## config.mk

```make
export PLATFORM = sky130hd
export DESIGN_NAME = sensor_frame_deframer_core
export DESIGN_NICKNAME = d
export VERILOG_FILES = /design/src/rtl/sfd_pkg.sv /design/src/rtl/sfd_front.sv /design/src/rtl/sfd_queue.sv /design/src/rtl/sfd_back.sv /design/src/rtl/sensor_frame_deframer_core.sv
export SDC_FILE = /design/constraint.sdc
export NUM_CORES = 1
export LEC_CHECK = 0
export BUFFER_PORTS_ARGS = -buffer_cell sky130_fd_sc_hd__buf_2
export CORE_MARGIN = 5
export CORE_UTILIZATION = 55
export DETAILED_ROUTE_END_ITERATION = 8
export PLACE_DENSITY_LB_ADDON = 0.1
export RECOVER_POWER = 25
export SYNTH_ARGS = -nofsm -noshare
export SYNTH_HDL_FRONTEND = slang
export SYNTH_SLANG_ARGS = --single-unit
```

## constraint.sdc

```tcl
create_clock -name clk -period 4.12 [get_ports clk]
set_input_delay 0 -clock clk [delete_from_list [all_inputs] [get_ports clk]]
set_output_delay 0 -clock clk [all_outputs]
set_load 0.01 [all_outputs]
```

## src/rtl/sfd_pkg.sv

```systemverilog
package sfd_pkg;

  localparam logic [7:0] SYNC_BYTE       = 8'h7f;
  localparam logic [1:0] SYNC_NEEDED     = 2'd3;
  localparam logic [2:0] RECORD_LAST_POS = 3'd4;   // fifth byte of a record
  localparam int         RECORDS_DEFAULT = 7;

  // one payload byte on its way from the classifier to the assembler
  typedef struct packed {
    logic [7:0] data;
    logic       rec_done;   // fifth byte of a record
    logic       frame_last;
    logic [2:0] index;
    logic [7:0] status;
  } sfd_word_t;

endpackage

```

## src/rtl/sfd_front.sv

```systemverilog
module sfd_front import sfd_pkg::*; #(
  parameter int RECORDS_PER_FRAME = RECORDS_DEFAULT
) (
  input  logic       clk,
  input  logic       rst_n,
  input  logic       in_valid,
  input  logic [7:0] in_data_byte,
  input  logic       q_full,
  output logic       in_ready,
  output logic       push,
  output sfd_word_t  push_word
);

  localparam logic [2:0] REC_LAST = 3'(RECORDS_PER_FRAME - 1);

  logic [1:0] sync_cnt_r, sync_cnt_nxt;
  logic       in_payload_r, in_payload_nxt;
  logic [7:0] status_r, status_nxt;
  logic [2:0] rec_r, rec_nxt;
  logic [2:0] pos_r, pos_nxt;
  logic       accept;
  logic       done;
  logic       last;

  assign in_ready = !q_full;
  assign accept   = in_valid && in_ready;
  assign done     = (pos_r == RECORD_LAST_POS);
  assign last     = (rec_r == REC_LAST);

  assign push                 = accept && in_payload_r;
  assign push_word.data       = in_data_byte;
  assign push_word.rec_done   = done;
  assign push_word.frame_last = last;
  assign push_word.index      = rec_r;
  assign push_word.status     = status_r;

  always_comb begin
    sync_cnt_nxt   = sync_cnt_r;
    in_payload_nxt = in_payload_r;
    status_nxt     = status_r;
    rec_nxt        = rec_r;
    pos_nxt        = pos_r;
    if (accept) begin
      if (!in_payload_r) begin
        if (sync_cnt_r != SYNC_NEEDED) begin
          sync_cnt_nxt = (in_data_byte == SYNC_BYTE) ? sync_cnt_r + 2'd1 : 2'd0;
        end else begin
          // status byte, taken as is even when it looks like sync
          status_nxt     = in_data_byte;
          in_payload_nxt = 1'b1;
          sync_cnt_nxt   = 2'd0;
          rec_nxt        = 3'd0;
          pos_nxt        = 3'd0;
        end
      end else if (done) begin
        pos_nxt = 3'd0;
        if (last) begin
          in_payload_nxt = 1'b0;
          rec_nxt        = 3'd0;
        end else begin
          rec_nxt = rec_r + 3'd1;
        end
      end else begin
        pos_nxt = pos_r + 3'd1;
      end
    end
  end

  always_ff @(posedge clk) begin
    if (!rst_n) begin
      sync_cnt_r   <= 2'd0;
      in_payload_r <= 1'b0;
      status_r     <= 8'd0;
      rec_r        <= 3'd0;
      pos_r        <= 3'd0;
    end else begin
      sync_cnt_r   <= sync_cnt_nxt;
      in_payload_r <= in_payload_nxt;
      status_r     <= status_nxt;
      rec_r        <= rec_nxt;
      pos_r        <= pos_nxt;
    end
  end

endmodule

```

## src/rtl/sfd_queue.sv

```systemverilog
module sfd_queue import sfd_pkg::*; (
  input  logic      clk,
  input  logic      rst_n,
  input  logic      push,
  input  sfd_word_t push_word,
  input  logic      pop,
  output logic      full,
  output logic      empty,
  output sfd_word_t head
);

  // two-entry FIFO
  sfd_word_t  mem_r [2];
  logic       wr_ptr_r, rd_ptr_r;
  logic [1:0] cnt_r;

  assign full  = (cnt_r == 2'd2);
  assign empty = (cnt_r == 2'd0);
  assign head  = mem_r[rd_ptr_r];

  always_ff @(posedge clk) begin
    if (push) begin
      mem_r[wr_ptr_r] <= push_word;
    end
  end

  always_ff @(posedge clk) begin
    if (!rst_n) begin
      wr_ptr_r <= 1'b0;
      rd_ptr_r <= 1'b0;
      cnt_r    <= 2'd0;
    end else begin
      if (push) wr_ptr_r <= !wr_ptr_r;
      if (pop)  rd_ptr_r <= !rd_ptr_r;
      unique case ({push, pop})
        2'b10:   cnt_r <= cnt_r + 2'd1;
        2'b01:   cnt_r <= cnt_r - 2'd1;
        default: cnt_r <= cnt_r;
      endcase
    end
  end

endmodule

```

## src/rtl/sfd_back.sv

```systemverilog
module sfd_back import sfd_pkg::*; (
  input  logic        clk,
  input  logic        rst_n,
  input  logic        q_empty,
  input  sfd_word_t   head,
  output logic        pop,
  input  logic        out_ready,
  output logic        out_valid,
  output logic        out_foot_right,
  output logic [6:0]  out_shoe_status,
  output logic [2:0]  out_chamber_index,
  output logic [15:0] out_chamber_height,
  output logic [23:0] out_chamber_pressure,
  output logic        out_frame_last
);

  logic [31:0] acc_r;          // first four bytes of the record
  logic        out_valid_r;
  logic        foot_r;
  logic [6:0]  status_r;
  logic [2:0]  index_r;
  logic [15:0] height_r;
  logic [23:0] pressure_r;
  logic        last_r;
  logic        slot_free;
  logic        emit;

  assign slot_free = !out_valid_r || out_ready;
  assign pop       = !q_empty && (!head.rec_done || slot_free);
  assign emit      = pop && head.rec_done;

  always_ff @(posedge clk) begin
    if (pop && !head.rec_done) begin
      acc_r <= {acc_r[23:0], head.data};
    end
    if (emit) begin
      foot_r     <= head.status[7];
      status_r   <= head.status[6:0];
      index_r    <= head.index;
      height_r   <= acc_r[31:16];
      pressure_r <= {acc_r[15:0], head.data};
      last_r     <= head.frame_last;
    end
  end

  always_ff @(posedge clk) begin
    if (!rst_n) begin
      out_valid_r <= 1'b0;
    end else if (emit) begin
      out_valid_r <= 1'b1;
    end else if (out_ready) begin
      out_valid_r <= 1'b0;
    end
  end

  assign out_valid            = out_valid_r;
  assign out_foot_right       = foot_r;
  assign out_shoe_status      = status_r;
  assign out_chamber_index    = index_r;
  assign out_chamber_height   = height_r;
  assign out_chamber_pressure = pressure_r;
  assign out_frame_last       = last_r;

endmodule

```

## src/rtl/sensor_frame_deframer_core.sv

```systemverilog
// A record's fifth byte is registered in the two-entry queue, then in the result register.
// Throughput: one byte per cycle while in_ready is high; one result per five payload bytes.
// in_ready drops only when the two-entry queue is full (result register stalled).
// Reset: synchronous active-low rst_n clears hunt state, queue and out_valid;
// the block starts hunting for three sync bytes.
module sensor_frame_deframer_core import sfd_pkg::*; #(
  parameter int RECORDS_PER_FRAME = RECORDS_DEFAULT   // 1..8
) (
  input  logic        clk,
  input  logic        rst_n,
  input  logic        in_valid,
  output logic        in_ready,
  input  logic [7:0]  in_data_byte,
  output logic        out_valid,
  input  logic        out_ready,
  output logic        out_foot_right,
  output logic [6:0]  out_shoe_status,
  output logic [2:0]  out_chamber_index,
  output logic [15:0] out_chamber_height,
  output logic [23:0] out_chamber_pressure,
  output logic        out_frame_last
);

  // front: sync hunt, status latch, record/byte tracking; tags payload words
  // queue: decouples front from the result register
  // back:  assembles height/pressure and holds the result word
  logic      push, pop, q_full, q_empty;
  sfd_word_t push_word, head;

  sfd_front #(.RECORDS_PER_FRAME(RECORDS_PER_FRAME)) u_front (
    .clk          (clk),
    .rst_n        (rst_n),
    .in_valid     (in_valid),
    .in_data_byte (in_data_byte),
    .q_full       (q_full),
    .in_ready     (in_ready),
    .push         (push),
    .push_word    (push_word)
  );

  sfd_queue u_queue (
    .clk       (clk),
    .rst_n     (rst_n),
    .push      (push),
    .push_word (push_word),
    .pop       (pop),
    .full      (q_full),
    .empty     (q_empty),
    .head      (head)
  );

  sfd_back u_back (
    .clk                  (clk),
    .rst_n                (rst_n),
    .q_empty              (q_empty),
    .head                 (head),
    .pop                  (pop),
    .out_ready            (out_ready),
    .out_valid            (out_valid),
    .out_foot_right       (out_foot_right),
    .out_shoe_status      (out_shoe_status),
    .out_chamber_index    (out_chamber_index),
    .out_chamber_height   (out_chamber_height),
    .out_chamber_pressure (out_chamber_pressure),
    .out_frame_last       (out_frame_last)
  );

endmodule

```

==> After elaboration in Yosys (flattened, before gate mapping) <==
Memory sizes are Yosys's and may differ from the RTL's. A register that Yosys moved wholly into a read port is not among the register bits.
Cells that the tools add are included.
{ "classes": {"n_eq_ne": 9, "addsub": 5, "n_mux": 19, "n_reduce_logical": 20, "n_bitwise": 2} }
{ "ops": {"columns": ["cell", "count"], "rows": [
  ["two-way mux 3 bit", 6],
  ["two-way mux 1 bit", 10],
  ["equality test 8 x 7 -> 1 bit (second input constant)", 1],
  ["adder 3 x 1 -> 3 bit (second input constant)", 2],
  ["equality test 3 bit (second input constant)", 2],
  ["logical NOT 1 bit", 6],
  ["AND reduction 3 bit", 2],
  ["logical AND 1 bit", 5],
  ["adder 2 x 1 -> 2 bit (second input constant)", 2],
  ["equality test 2 bit (second input constant)", 2],
  ["two-way mux 2 bit", 2],
  ["inequality test 2 bit (second input constant)", 2],
  ["case mux 2 bit (2 select lines)", 1],
  ["AND reduction 2 bit", 2],
  ["nonzero test 2 bit", 2],
  ["equality test 2 x 1 -> 1 bit (second input constant)", 1],
  ["logical NOT 2 bit", 1],
  ["logical OR 1 bit", 2],
  ["inequality test 2 x 1 -> 1 bit (second input constant)", 1],
  ["inverter 1 bit", 2],
  ["subtractor 2 x 1 -> 2 bit (second input constant)", 1]
]} }
{ "word_totals": {"ff_bits": 106, "mem_bits_rw": 42, "input_bits": 12, "memories": 1} }
{ "memory_table": {"columns": ["name", "words", "word_bits", "read_ports", "rd_ports_with_merged_regs", "write_ports", "line_no", "source"], "rows": [
  ["u_queue.mem_r", 2, 21, 1, 1, 1, "sfd_queue.sv:13", "sfd_word_t mem_r [2];"]
]} }

==> Depth between registers and ports, before layout <==
Gate-level depths: netlist (run 1).
{ "logic_depth": {"depth_word": 6, "depth_mapped": 7} }

==> Modules after synthesis <==
Synthesis (run 1) repeated with hierarchy kept, for this count alone.
{ "hier_totals": {"hier_cells": 281, "hier_area_um2": 5211.2} }
{ "modules_own_cells": {"columns": ["mod", "n_inst", "cells_each", "area_each_um2"], "rows": [
  ["sfd_back", 1, 92, 2587.5],
  ["sfd_queue", 1, 87, 1724.2],
  ["sfd_front", 1, 102, 899.6]
]} }

==> Worst setup path after synthesis (run 1) <==
OpenSTA, ideal clock, no wires.
{ "synth_path": {"kind": "register to register", "from": "register (tool-made name)", "to": "register u_back.height_r[0], in the netlist u_back.out_chamber_height[0] (enable)", "t_arrival_ns": 2.819, "setup_time_ns": 0.462, "required_ns": 3.658, "period_less_slack_ns": 3.280, "path_stages_with_launch": 4, "path_slack_ns": 0.840, "path_cell_list": "dfxtp_1 -> mux2_2 -> o21ai_0 -> nor2_1"} }
{ "synth_lines": {"columns": ["item", "line_no", "source"], "rows": [
  ["to (signal assigned)", "sfd_back.sv:40", "height_r <= acc_r[31:16];"],
  ["to (decl)", "sfd_back.sv:22", "logic [15:0] height_r;"]
]} }

==> Worst setup path in the final report (run 1) <==
{ "layout_path": {"from": "register u_queue.cnt_r[0]", "to": "memory u_queue.mem_r[0][8] (netlist name) (enable)"} }
{ "layout_between": {"elab_chain_cells": 6} }
{ "layout_lines": {"columns": ["item", "line_no", "source"], "rows": [
  ["from (decl)", "sfd_queue.sv:15", "logic [1:0] cnt_r;"],
  ["from (signal assigned)", "sfd_queue.sv:36", "2'b10: cnt_r <= cnt_r + 2'd1;"],
  ["from (signal assigned)", "sfd_queue.sv:37", "2'b01: cnt_r <= cnt_r - 2'd1;"],
  ["from (signal assigned)", "sfd_queue.sv:38", "default: cnt_r <= cnt_r;"],
  ["equality test 2 bit", "sfd_queue.sv:17", "assign full = (cnt_r == 2'd2);"],
  ["logical NOT 1 bit", "sfd_front.sv:25", "assign in_ready = !q_full;"],
  ["logical AND 1 bit", "sfd_front.sv:26", "assign accept = in_valid && in_ready;"],
  ["logical AND 1 bit", "sfd_front.sv:30", "assign push = accept && in_payload_r;"],
  ["two-way mux 1 bit", "sfd_queue.sv:22", "if (push) begin"],
  ["two-way mux 1 bit (implied by the code)", "sfd_queue.sv:23", "mem_r[wr_ptr_r] <= push_word;"],
  ["to (decl)", "sfd_queue.sv:13", null]
]} }
No other way between the ends.

==> results of run 1 <==
==> power groups by stage <==
stage | sequential (mW) | clock [mW] | combinational (mW)
2_1_floorplan | 1.93 | 0 | 0.216
3_3_place_gp | 1.93 | 0 | 0.284
3_5_place_dp | 1.94 | 0 | 0.291
4_1_cts | 1.91 | 1.66 | 0.304
5_1_grt | 1.93 | 1.74 | 0.327
6_report | 1.91 | 1.64 | 0.293
==> synth_stat cells (3+ instances only) <==
| cell | n | area, um2 |
|---|---|---|
| a21boi_0 | 5 | 37.54 |
| and2_1 | 3 | 18.77 |
| clkbuf_1 | 3 | 11.26 |
| dfxtp_1 | 23 | 460.4 |
| edfxtp_1 | 126 | 3784 |
| ha_1 | 4 | 50.05 |
| inv_1 | 5 | 18.77 |
| mux2_2 | 21 | 236.5 |
| mux2i_1 | 8 | 80.08 |
| nand2_1 | 7 | 26.28 |
| nand3_1 | 3 | 15.01 |
| nor2_1 | 6 | 22.52 |
| nor2b_1 | 12 | 75.07 |
| o211ai_1 | 4 | 30.03 |
==> routing by layer <==
| metal | up-vias | GRT usage | routed length, um |
|---|---|---|---|
| met4 | 0 | 0.05479 | 54 |
| met1 | 1193 | 0.1855 | 3490 |
| met3 | 6 | 0.04636 | 349 |
| li1 | 1212 | - | - |
| met5 | - | 0 | 0 |
| met2 | 63 | 0.2428 | 3878 |
==> worst max path at each step <==
| stage | startpoint | slack [ns] | endpoint | cells after the start |
|---|---|---|---|---|
| CTS | u_queue.cnt_r[0]$_SDFFE_PN0P_ | 1.81 | u_queue.mem_r[0][17]$_DFFE_PP_ | 3 |
| finish | u_queue.cnt_r[0]$_SDFFE_PN0P_ | 1.83 | u_queue.mem_r[0][8]$_DFFE_PP_ | 3 |
| global placement | u_queue.cnt_r[0]$_SDFFE_PN0P_ | 1.86 | u_queue.mem_r[0][11]$_DFFE_PP_ | 3 |
| floorplan | flop | 0.84 | u_back.out_chamber_height[0]$_DFFE_PP_ | 3 |
| detailed placement | u_queue.cnt_r[0]$_SDFFE_PN0P_ | 1.81 | u_queue.mem_r[0][18]$_DFFE_PP_ | 3 |
| global route | u_queue.cnt_r[0]$_SDFFE_PN0P_ | 1.64 | u_queue.mem_r[0][8]$_DFFE_PP_ | 3 |
==> worst max-delay path, delay by kind of cell, from the launching register on <==
family | cells | cell delay [ns]
flops | 1 | 0.41
simple gates | 3 | 1.49
==> what timing repair did <==
| item | in CTS | in global routing |
|---|---|---|
| hold buffers | 12 | 0 |
| hold endpoints to repair | 38 | 0 |
| gates resized for setup | 0 | 0 |
==> flip-flops by register name (all words and copies together), names as in the netlist, named ones only <==
signal	count
u_queue.mem_r	42
u_back.acc_r	32
u_back.out_chamber_pressure	24
u_back.out_chamber_height	16
u_front.status_r	8
u_back.out_shoe_status	7
u_back.out_chamber_index	3
u_front.pos_r	3
u_front.rec_r	3
u_front.sync_cnt_r	2
u_queue.cnt_r	2
u_back.out_foot_right	1
u_back.out_frame_last	1
u_back.out_valid	1
u_front.in_payload_r	1
u_queue.rd_ptr_r	1
u_queue.wr_ptr_r	1
==> through the flow <==
step	area (um2)	hold slack [ns]	utilization	power (mW)	setup slack, ns
final	6371	0.3390	0.6928	3.845	1.827
after global routing	6371	0.3612	0.6928	3.998	1.642
after CTS	6381	0.2505	0.6939	3.875	1.809
after detailed placement	5624	0.2459	0.6116	2.235	1.815
after global placement	5624	0.2425	0.6116	2.215	1.857
after floorplan	5169	0.09887	-	2.145	0.8397
==> final cells by class <==
class	instances	area, um2
Sequential cell	149	4244
Fill cell	596	2825
Multi-Input combinational cell	106	862.1
Timing Repair Buffer	80	470.5
Inverter	5	18.77
Clock inverter	14	222.7
Tap cell	111	138.9
Clock buffer	17	414.1
==> cells by family (layout without fill, tap and decap cells) <==
| family | after synthesis | in the layout | share of synthesized area |
|---|---|---|---|
| adder cells (fa/ha/maj) | 4 | 4 | 0.009683 |
| XOR/XNOR | 3 | 3 | 0.005084 |
| flip-flops | 149 | 149 | 0.8211 |
| AND/OR/NAND/NOR | 46 | 46 | 0.05277 |
| multiplexers | 29 | 29 | 0.06125 |
| AO/OA/AOI/OAI | 24 | 24 | 0.03462 |
| buffers and inverters | 13 | 116 | 0.01549 |
==> impl_metrics.tcl, run 1 <==
set metrics [dict create \
    wirelength_um 7774 \
    status "finished, final reports clean" \
    antenna_found_initial 0 \
    clockRootBuffer "clkbuf_8" \
    nets 375 \
    diodes 0 \
    end_kind "flop" \
    async_flop_share 0 \
    tightest_slew_ns 1.102 \
    hp-start "in_data_byte[5]" \
    grt_pass1_wl_um 12730 \
    vias 2474 \
    dieArea_um2 11440 \
    clkTransAtPathRegs_ns 0.06 \
    fin_crit_sh 0.5566 \
    power_switching_share 0.2148 \
    powerDensity_nw_per_um2 603.5 \
    reg2reg_to "u_queue.mem_r[0][8]$_DFFE_PP_" \
    p_int_mw 3.019 \
    combPwrFrac 0.076 \
    maxSlewViolCount 0 \
    portBuffers 65 \
    rows 35 \
    grt_usage 0.1478 \
    antenna_left 0 \
    min_to "u_queue.mem_r[1][18]$_DFFE_PP_" \
    fmax_mhz 436.1 \
    rr_worst_depth 3 \
    worstPathRequired_ns 4.23 \
    fin_tns_setup_ns 0 \
    rrSetupSlack_ns 1.83 \
    holdPathStages 2 \
    layout_commonest_cell "edfxtp_1" \
    crit_path_cell_trace "nand2b_1 -> nand3_1 -> nor2_2" \
    overflow 0 \
    hold_class "in -> reg" \
    syn_nets 284 \
    setup_viol 0 \
    ys.flop_type "edfxtp_1" \
    dr.first_iter.drc_count 133 \
    worstPathArrival_ns 2.41 \
    netSwitchingPower_mw 0.8257 \
    syn_area_um2 5169 \
    seq_area_frac_synth 0.8211 \
    slew_headroom 0.2646 \
    r2r-start "u_queue.cnt_r[0]$_SDFFE_PN0P_" \
    clkPwrFrac 0.427 \
    area_delta_synth_final_pct 23.26 \
    drive_gt1_frac 0.3208 \
    dp_hpwl_um 4719 \
    cts.sinks 149 \
    critPathMaxFanout 22 \
    worstSetupPathType "reg -> reg" \
    dp_cells 439 \
    synth_seq_cells 149 \
    ys_warn_count 0 \
    sequentialPowerShare 0.497 \
    syn_inst 268 \
    htree_num_levels 4 \
    synth_edf_count 126 \
    dr.pass1.iters 4 \
    hold_viol_final 0 \
    post_cts_buffers 0 \
    crit_path_top_delay_cell "nor2_2" \
    coreArea_um2 9196 \
    drv_cap 0 \
    avgSynthCellArea_um2 19.29 \
    wire_per_inst_um 16.13 \
    rsz0062_at_grt "false" \
    vias_per_cell 5.133 \
    die_x_um 106.9 \
    p_leak_nw 2.367 \
    worstSkewPairLatency_ns 0.50 \
    cts_tree "built" \
    cts_max_path_buffers 2 \
    fin_cells 482 \
    cts_made_buffers 17 \
    gp_congestion 0.7660 \
    ios 66 \
    grt_max_degree 40 \
    max_stage_delay_ns 0.89 \
    final_cell_mix "126 x edfxtp_1, 57 x buf_2, 23 x dfxtp_1, 21 x mux2_2, 16 x clkbuf_16" \
    first_global_vias 2560 \
    start_kind "flop" \
    die_h_um 106.9 \
    ys_types 44 \
    ir_worst_vdd_mv 0.3070 \
    finalClockSkew_ns 0.007605 \
    drc 0 \
    initial_core_util 0.5620 \
    fin_crit_ns 2.293 \
]
Power figures use the tool's default switching activity.
==> run 2, diff against run 1 <==
==> constraint.sdc (replaced) <==
create_clock -name clk -period 2.2 [get_ports clk]
set_input_delay 0 -clock clk [delete_from_list [all_inputs] [get_ports clk]]
set_output_delay 0 -clock clk [all_outputs]
set_load 0.01 [all_outputs]
==> run 2 against run 1 <==
Against the previous run: maximum frequency grew 26%; global-route usage shrank 0.48 points; sequential power grew 87%; register-to-register slack lost 1.4 ns; count of clock-buffer cells in the layout is the same; routed wire length shrank 1.9%; clock skew grew 0.00067 ns; core utilization is essentially flat.
==> impl_metrics.tcl, run 2 (synthesis results as in run 1) <==
set metrics [dict create \
    cp_num_cells 5 \
    die_h_um 106.9 \
    fmax_mhz 550.0 \
    dp_hpwl_um 4711 \
    slew_headroom 0.7132 \
    fill_cells 609 \
    combPwrFrac 0.088 \
    status "finished, final reports clean" \
    clkPwrFrac 0.397 \
    grt_max_degree 53 \
    drv_cap 0 \
    start_kind "flop" \
    worstPathRequired_ns 2.64 \
    dr.first_iter.drc_count 84 \
    crit_path_cell_trace "mux2_2 -> a21oi_1 -> ha_1 -> or3_1 -> a21boi_0" \
    ios 66 \
    first_global_vias 2522 \
    dr.pass1.iters 4 \
    largest_register_ff_count 42 \
    area_delta_synth_final_pct 23.31 \
    max_stage_delay_ns 0.37 \
    critPathMaxFanout 3 \
    vias_per_cell 5.110 \
    rsz0062_at_grt "false" \
    cts_made_buffers 17 \
    rr_worst_depth 5 \
    fin_cells 489 \
    grt_usage 0.1430 \
    top_register "u_queue.mem_r" \
    netSwitchingPower_mw 1.645 \
    wirelength_um 7629 \
    worstSetupPathType "reg -> reg" \
    fin_crit_sh 0.8264 \
    drive_gt1_frac 0.3360 \
    hold_viol_final 0 \
    holdPathStages 2 \
    final_cell_mix "126 x edfxtp_1, 57 x buf_2, 23 x dfxtp_1, 21 x mux2_2, 16 x clkbuf_16" \
    initial_core_util 0.5620 \
    nets 381 \
    sequentialPowerShare 0.515 \
    cts_max_path_buffers 2 \
    clkTransAtPathRegs_ns 0.07 \
    critPathTopFamily "compound AO/OA/AOI/OAI gates" \
    diodes 0 \
    antenna_found_initial 0 \
    grt_pass1_wl_um 12350 \
    ctsResizeCount 0 \
    ff_latch_area_um2 4244 \
    end_kind "flop" \
    power_switching_share 0.2376 \
    htree_num_levels 4 \
    worstSkewPairLatency_ns 0.51 \
    min_to "u_queue.mem_r[1][19]$_DFFE_PP_" \
    drc 0 \
    rows 35 \
    maxSlewViolCount 0 \
    coreArea_um2 9196 \
    p_leak_nw 2.367 \
    p_int_mw 5.281 \
    gp_congestion 0.7438 \
    die_x_um 106.9 \
    fin_crit_ns 1.818 \
    setup_viol 0 \
    ir_worst_vdd_mv 0.5865 \
    tightest_slew_ns 0.4257 \
    fin_tns_setup_ns 0 \
    cts.sinks 149 \
    clockRootBuffer "clkbuf_8" \
    wire_per_inst_um 15.60 \
    dp_cells 445 \
    cts_tree "built" \
    antenna_left 0 \
    finalClockSkew_ns 0.008280 \
    layout_commonest_cell "edfxtp_1" \
    rrSetupSlack_ns 0.38 \
    vias 2499 \
    hold_class "in -> reg" \
    crit_path_top_delay_cell "mux2_2" \
    powerDensity_nw_per_um2 1087 \
    multi_input_area_um2 862.1 \
    crit_buf_inv 0 \
    hp-start "in_data_byte[6]" \
    reg2reg_to "u_queue.cnt_r[1]$_SDFFE_PN0P_" \
    dieArea_um2 11440 \
    overflow 0 \
    worstPathArrival_ns 2.25 \
    portBuffers 65 \
]
## run 2: worst max-delay path by stage
stage	startpoint	to	slack [ns]
6_report	flop	u_queue.cnt_r[1]$_SDFFE_PN0P_	0.38
5_1_grt	flop	u_queue.cnt_r[1]$_SDFFE_PN0P_	0.23
4_1_cts	flop	u_queue.cnt_r[1]$_SDFFE_PN0P_	0.35
3_5_place_dp	flop	u_queue.cnt_r[1]$_SDFFE_PN0P_	0.36
3_3_place_gp	flop	u_queue.cnt_r[1]$_SDFFE_PN0P_	0.43
2_1_floorplan	u_queue.cnt_r[0]$_SDFFE_PN0P_	u_queue.mem_r[0][0]$_DFFE_PP_	0.07
## run 2: power by group through the flow
stage	Combinational, mW	Clock, mW	Sequential (mW)
after CTS	0.629	2.82	3.57
final	0.609	2.75	3.57
after global routing	0.667	2.95	3.60
after floorplan	0.409	0	3.61
after detailed placement	0.608	0	3.63
after global placement	0.596	0	3.61
## run 2: timing repair
item | 4_1_cts | 5_1_grt
endpoints found under the hold margin | 38 | 0
buffers inserted | 0 | 0
hold buffers | 12 | 0
## run 2: layout make-up
cell class,instances,share of cell area
clock buffers,17,0.06498
clock inverters,15,0.02631
inverters,5,0.002945
repair buffers,86,0.08284
well taps,111,0.02179
flip-flops and latches,149,0.6659
multi-input cells,106,0.1353
## run 2: through the flow
| stage | hold WS (ns) | setup WS (ns) | instance area [um2] | util | power (mW) |
|---|---|---|---|---|---|
| 4_1_cts | 0.2453 | 0.3473 | 6384 | 0.6942 | 7.017 |
| 2_1_floorplan | 0.09887 | 0.06935 | 5179 | - | 4.015 |
| 6_report | 0.3218 | 0.3819 | 6374 | 0.6931 | 6.927 |
| 5_1_grt | 0.3200 | 0.2271 | 6374 | 0.6931 | 7.218 |
| 3_5_place_dp | 0.2359 | 0.3635 | 5682 | 0.6178 | 4.242 |
| 3_3_place_gp | 0.2336 | 0.4315 | 5682 | 0.6178 | 4.204 |
## run 2: layer usage
metal | GRT usage | routed length [um] | vias to the layer above
met5 | 0 | 0 | -
met4 | 0.06301 | 93 | 0
met3 | 0.04877 | 404 | 5
met2 | 0.2478 | 3946 | 59
met1 | 0.1601 | 3186 | 1207
li1 | - | - | 1228
